$ cat src/rtl/kis_pkg.sv
package kis_pkg;

	localparam int TAG_BITS     = 6;
	localparam int CAPACITY_DEF = 64;
	localparam int KEY_BITS_DEF = 63;

	typedef struct packed {
		logic ins;
		logic shift;
	} cell_ctl_t;

endpackage

$ cat src/rtl/kis_cell.sv
module kis_cell #(
	parameter int KEY_BITS = kis_pkg::KEY_BITS_DEF
) (
	input  logic                        clk,
	input  kis_pkg::cell_ctl_t          ctl,
	input  logic                        occ,
	input  logic                        prev_occ,
	input  logic                        prev_gt,
	input  logic [KEY_BITS-1:0]         in_key,
	input  logic [kis_pkg::TAG_BITS-1:0] in_tag,
	input  logic [KEY_BITS-1:0]         prev_key,
	input  logic [kis_pkg::TAG_BITS-1:0] prev_tag,
	input  logic [KEY_BITS-1:0]         next_key,
	input  logic [kis_pkg::TAG_BITS-1:0] next_tag,
	output logic [KEY_BITS-1:0]         key,
	output logic [kis_pkg::TAG_BITS-1:0] tag,
	output logic                        gt
);

	logic [KEY_BITS-1:0]          key_q;
	logic [kis_pkg::TAG_BITS-1:0] tag_q;
	logic                         move;

	// A cell moves on insertion when its key is greater than the new one, or when it is
	// the first empty cell. It then takes its neighbour's item if that one also moves.
	assign gt   = occ && (key_q > in_key);
	assign move = gt || (!occ && prev_occ);

	always_ff @(posedge clk) begin
		if (ctl.shift) begin
			key_q <= next_key;
			tag_q <= next_tag;
		end else if (ctl.ins && move) begin
			key_q <= prev_gt ? prev_key : in_key;
			tag_q <= prev_gt ? prev_tag : in_tag;
		end
	end

	assign key = key_q;
	assign tag = tag_q;

endmodule

$ cat config.mk
export PLATFORM = sky130hd
export DESIGN_NAME = kis_cell
export DESIGN_NICKNAME = d
export VERILOG_FILES = /design/src/rtl/kis_pkg.sv /design/src/rtl/kis_cell.sv
export SDC_FILE = /design/constraint.sdc
export NUM_CORES = 1
export LEC_CHECK = 0
export BUFFER_PORTS_ARGS = -buffer_cell sky130_fd_sc_hd__buf_2
export CAP_MARGIN = 20
export CORE_AREA = 2 2 147 149
export CTS_CLUSTER_SIZE = 10
export DETAILED_ROUTE_END_ITERATION = 8
export DIE_AREA = 0 0 149 151
export GPL_ROUTABILITY_DRIVEN = 0
export PLACE_DENSITY = 0.6
export SLEW_MARGIN = 15
export SYNTH_ARGS = -nofsm -noshare
export SYNTH_HDL_FRONTEND = slang
export SYNTH_SLANG_ARGS = --single-unit
$ cat constraint.sdc
create_clock -name clk -period 4.25 [get_ports clk]
set_input_delay 0.6375 -clock clk [delete_from_list [all_inputs] [get_ports clk]]
set_output_delay 0.6375 -clock clk [all_outputs]
set_load 0.03 [all_outputs]
# ---- Word-level counts from Yosys, hierarchy flattened
# Index checks and enable logic that the tools add are counted.
dict set report word_totals {
  register_bits 69
  in_bits 213
  out_inout_bits 70
  elab_cells 15
}
dict set report op_classes {
  order_cmp 1
  n_mux 6
  n_reduce_logical 6
}
# op n
set op_table {}
lappend op_table {{$mux 63} 3}
lappend op_table {{$gt 63x63->1} 1}
lappend op_table {{$mux 6} 3}
lappend op_table {{$logic_and 1x1->1} 3}
lappend op_table {{$reduce_bool 2->1} 1}
lappend op_table {{$logic_not 1->1} 1}
lappend op_table {{$logic_or 1x1->1} 1}

# ---- Logic depth before layout (Yosys ltp)
dict set report depth {
  word_depth 6
  mapped_depth 9
  depth_no_buf 9
}

# ---- Worst setup path after synthesis
# Ideal clock, no wire load.
dict set report synth_path {
  path_type {input to register}
  start {input port in_key[50]}
  end {register key_q[0], in the netlist key[0], enable pin}
  setup_time_ps 431
  t_arrival_ps 3389
  t_required_ps 3819
  path_slack_ps 431
  cell_stages 8
  n_path_buf 0
  path_cell_list {inv_1 ha_1 nand4_1 nor4_2 nand3_1 nand2b_2 nand4_1 a41o_1}
}
dict set report synth_between {
  elab_chain_cells 5
}
# element line
set synth_rtl {}
lappend synth_rtl {{start, declared} kis_cell.sv:9} ;# input logic [KEY_BITS-1:0] in_key,
lappend synth_rtl {{$gt 63x63->1} kis_cell.sv:26} ;# assign gt = occ && (key_q > in_key);
lappend synth_rtl {{$logic_and 1x1->1} kis_cell.sv:26}
lappend synth_rtl {{$logic_or 1x1->1} kis_cell.sv:27} ;# assign move = gt || (!occ && prev_occ);
lappend synth_rtl {{$logic_and 1x1->1} kis_cell.sv:33} ;# end else if (ctl.ins && move) begin
lappend synth_rtl {{$reduce_bool 2->1 (no source line)} -}
lappend synth_rtl {{end signal, assigned} kis_cell.sv:31} ;# key_q <= next_key;
lappend synth_rtl {{end signal, assigned} kis_cell.sv:34} ;# key_q <= prev_gt ? prev_key : in_key;
lappend synth_rtl {{end, declared} kis_cell.sv:20} ;# logic [KEY_BITS-1:0] key_q;
# No other way between the ends.
# A chain may end at the register's enable or synchronous reset.

# ---- Final worst setup path
dict set report layout_path {
  start {register key_q[29], in the netlist key[29]}
  end {output port gt}
}
dict set report layout_between {
  elab_chain_cells 2
}
# element line
set layout_rtl {}
lappend layout_rtl {{$gt 63x63->1} kis_cell.sv:26}
lappend layout_rtl {{$logic_and 1x1->1} kis_cell.sv:26}
lappend layout_rtl {{end, declared} kis_cell.sv:17} ;# output logic gt
# No other way between the ends.

==> impl_summary.md <==
Clock network
For this design, the sink count on the clock tree is between 60 and 70. The clock tree buffer depth is 2. After clock tree synthesis, the clock-pin slew on the worst setup and hold paths is 0.06 ns.

Buffers added to address setup during post-CTS repair amount to 0. The hold-fix buffer count after cts is 0. Post-CTS repair changed the size of 0 cells. The total number of H-tree levels is 3.

The clock tree from TritonCTS is yes. The tree is rooted in a sky130_fd_sc_hd__clkbuf_16. The number of buffers added by the clock tree synthesis step is 9. The clock reaches the later pin of the worst-skew pair after 0.34 ns.

Logic synthesis
The count of synthesis-stage warnings from yosys is 0. Summing every instance area after synthesis gives 5116 um^2. Counting flops with a built-in enable in the synthesized netlist gives 69.

Each instance of the synthesized netlist takes up on average 9.617 um^2. The proportion of register bits with asynchronous set or reset after synthesis is 0%. For this run, the register share of the synthesized area comes to around 40%.

The synthesized design contains 69 register bits. The number of unique standard cell types used by synthesis is 35. Among all flip-flop cells after synthesis, the most frequent one is sky130_fd_sc_hd__edfxtp_1. The post-synth net total is 808. Synthesis produced a netlist whose cell count is 532.

Placed design
Once detailed placement completed, the half-perimeter wirelength came to 12940 um. Buffers placed on the I/O ports in this run total 282. The area after detailed placement is 6840 um^2.

Critical path
The highest fanout seen on the critical path is 2. The kind of launch point of the worst setup path is a flop. The most used cell along the critical path is sky130_fd_sc_hd__nand4_1. The worst register-to-register path ends at key[14]$_DFFE_PP_. Together, buffers and inverters on the worst path number 1.

Measured in cells, the most critical reg-to-reg path has a length of 9. The data arrival time of the critical path is 2.58 ns. At the worst endpoint, the required time is 3.61 ns. The worst-case register-to-register setup slack is between 1 and 1.5 ns. The delay contributed by the slowest stage of the critical path is around 0.43 ns. The launch point of the worst reg-to-reg path is key[29]$_DFFE_PP_. The critical path goes through ha_1 > nand4_1 > nor4_2 > a21oi_1 > o21ai_0 > nand2b_2 > nand4_1 > and3_1 > buf_2. The worst-path cell with the longest stage delay is sky130_fd_sc_hd__edfxtp_1. The kind of critical path is reg2out. The worst setup path is captured at an output pin. The cell class contributing the biggest share of worst-path delay is simple AND/OR/NAND/NOR gates.

Detailed routing
The post-route antenna net violation count is 0. The DRC violation count after routing is 0. The detailed router placed 4741 vias in this run. The number of iterations in the first detailed-routing pass is 4. The per-cell routed wire length is 14.07 um. The post-detailed-routing wire length is about 15000 um.

The number of design-rule violations left by the first detailed-router iteration is 106. The average vias per placed instance is 4.362.

Pwr
The maximum vdd drop is 0.1552 mV. The analysis attributes to cell leakage a power of 3.698 nW. Dividing total power by cell area gives a power density of approximately 330 nW/um^2. Summing internal, switching and leakage power gives 2.400 mW.

Final layout
The filler cell count in the final layout is 2218. The layout net count is 1083. Compared with the post-synthesis result, the final layout area differs by 40.33%.

The multi-input combinational cells in the finished layout cover a total of ~2700 um^2. The total inserted antenna cells is 0. The fraction of layout instances using a drive strength above 1 is 38.55%.

Across the whole layout, storage elements account for 2072 um^2. The summed area of non-filler cells in the final layout is approximately 7000 um^2.

Hold path
The path with the worst hold slack has its endpoint at key[5]$_DFFE_PP_. The launch instance of the worst min-delay path is next_key[5]. The tightest min-delay check is of the in2reg type. The worst hold path was traced through 3 stages.

Floorplan
283 I/O pins were placed. The standard cell core area is roughly 21000 um^2. The die covers around 22000 um^2. The initial standard-cell utilization of the core is 24.57%. The height of the die is between 150 and 200 um. The total number of placement rows is 53. The floorplan step set the die width to 149 um.

STA
In this run the tightest slew margin relative to its limit is 36.27%. Setup violations remaining at the end of the flow were counted as 0. The clock tree skew after final layout is 0.01514 ns. Adding up every negative setup slack in the final design gives 0 ns.

The smallest clock period supported by the final layout is computed as approximately 3.2 ns. For this run, the top clock speed supported by timing is 311.1 MHz. The total count of max-transition violations in the final report is 0. The final cycle utilization of the critical path is 75.62%.

The slew at the pin with the worst max-slew slack is 0.9559 ns. The hold violation total from the final report is 0. On the final layout, the worst hold slack is 0.5771 ns. Setup repair after global routing left no endpoint under its margin.

GRT
Global routing finished with a remaining overflow of 0. The number of antenna violations at the first check in global routing is 0. The via count of the first global-routing pass came to 4518.

The all-layer global routing usage is 13.13%. The first-pass GRT wire length is 22700 um. The largest net degree at the start of global routing is 72.

Status
The flow ran to the end, and the final reports show no timing, DRC or antenna violations.

Run
Across the run, the number of max-cap violations was 0.
## area by class of cell
type | instances | share of cell area, %
multi-input combinational | 374 | 37.75
sequential | 69 | 28.86
timing repair buffer | 287 | 20.43
tap | 275 | 4.793
inverter | 66 | 3.451
clock buffer | 9 | 3.137
clock inverter | 7 | 1.586
## cells in the final DEF, fill, tap and decap left out, types with 2 or more instances in the layout
master	count
sky130_fd_sc_hd__a21oi_1	27
sky130_fd_sc_hd__nand2_1	85
sky130_fd_sc_hd__clkinvlp_4	2
sky130_fd_sc_hd__nand4_2	2
sky130_fd_sc_hd__inv_1	66
sky130_fd_sc_hd__a21o_1	3
sky130_fd_sc_hd__nor4_2	2
sky130_fd_sc_hd__a221oi_1	2
sky130_fd_sc_hd__ha_1	63
sky130_fd_sc_hd__buf_2	280
sky130_fd_sc_hd__nor4_1	2
sky130_fd_sc_hd__bufinv_16	3
sky130_fd_sc_hd__o21ai_0	67
sky130_fd_sc_hd__clkbuf_16	9
sky130_fd_sc_hd__edfxtp_1	69
sky130_fd_sc_hd__nand3_1	5
sky130_fd_sc_hd__nand2b_1	2
sky130_fd_sc_hd__buf_4	6
sky130_fd_sc_hd__nor2_1	5
sky130_fd_sc_hd__mux2i_1	69
sky130_fd_sc_hd__nand4_1	11
sky130_fd_sc_hd__o21ai_1	14
## sequential cells by signal (all words and copies together) (netlist names)
register / flops
key: 63
tag: 6
## cells in the mapped netlist (2+ instances only)
library cell	count	share of area [%]
sky130_fd_sc_hd__nor4_2	2	0.49
sky130_fd_sc_hd__o21ai_0	67	6.6
sky130_fd_sc_hd__a221oi_1	2	0.34
sky130_fd_sc_hd__mux2i_1	69	13
sky130_fd_sc_hd__buf_2	6	0.59
sky130_fd_sc_hd__nand4_2	2	0.49
sky130_fd_sc_hd__nor2_1	5	0.37
sky130_fd_sc_hd__ha_1	63	15
sky130_fd_sc_hd__o21ai_1	14	1.4
sky130_fd_sc_hd__edfxtp_1	69	40
sky130_fd_sc_hd__a21oi_1	27	2.6
sky130_fd_sc_hd__nor4_1	2	0.24
sky130_fd_sc_hd__nand4_1	11	1.3
sky130_fd_sc_hd__nand2_1	85	6.2
sky130_fd_sc_hd__inv_1	66	4.8
sky130_fd_sc_hd__clkbuf_1	16	1.2
sky130_fd_sc_hd__a21o_1	3	0.44
sky130_fd_sc_hd__nand3_1	5	0.49
sky130_fd_sc_hd__nand2b_1	2	0.24
## per-stage QoR
step | cells | setup WS [ns] | utilization, %
after floorplan | 532 | 0.4306 | -
after global placement | 1071 | 0.8969 | 32.85
after detailed placement | 1071 | 0.8024 | 32.85
after CTS | 1087 | 0.9241 | 34.48
after global routing | 1087 | 0.7752 | 34.48
final | 1087 | 1.036 | 34.48
## worst min-delay path: stages
cell,delay [ns]
sky130_fd_sc_hd__buf_2,0.08
sky130_fd_sc_hd__nand2_1,0.04
sky130_fd_sc_hd__o21ai_0,0.05
## kinds of logic after synthesis
family | count (synthesis) | share of synthesized area, %
buf+inv | 89 | 6.750
fa+ha+maj | 63 | 15.41
mux | 69 | 13.50
flops | 69 | 40.50
simple gates | 121 | 10.91
compound gates | 121 | 12.94
## power breakdown
group	leakage, nW	switching, mW	internal [mW]
Clock	0.159	0.288	0.570
Combinational	2.84	0.410	0.255
Sequential	0.698	0.0371	0.841
## worst max-delay path by stage
stage                           start           endpoint  slack (ns)  cells past startpoint
floorplan                  in_key[50]   key[0]$_DFFE_PP_        0.43                      8
global placement           in_key[22]  key[16]$_DFFE_PP_        0.90                     11
detailed placement         in_key[29]  key[17]$_DFFE_PP_        0.80                     11
CTS                 key[14]$_DFFE_PP_                 gt        0.92                      6
global route        key[30]$_DFFE_PP_                 gt        0.78                      9
finish              key[29]$_DFFE_PP_                 gt        1.04                      9
## per-layer routing
layer  GRT usage, %  share of wire (%)
met1          15.22                 42
met5              0                  0
met4          4.143                1.1
met3          3.283                6.9
met2          23.78                 50
(Power assumes the default switching activity.)
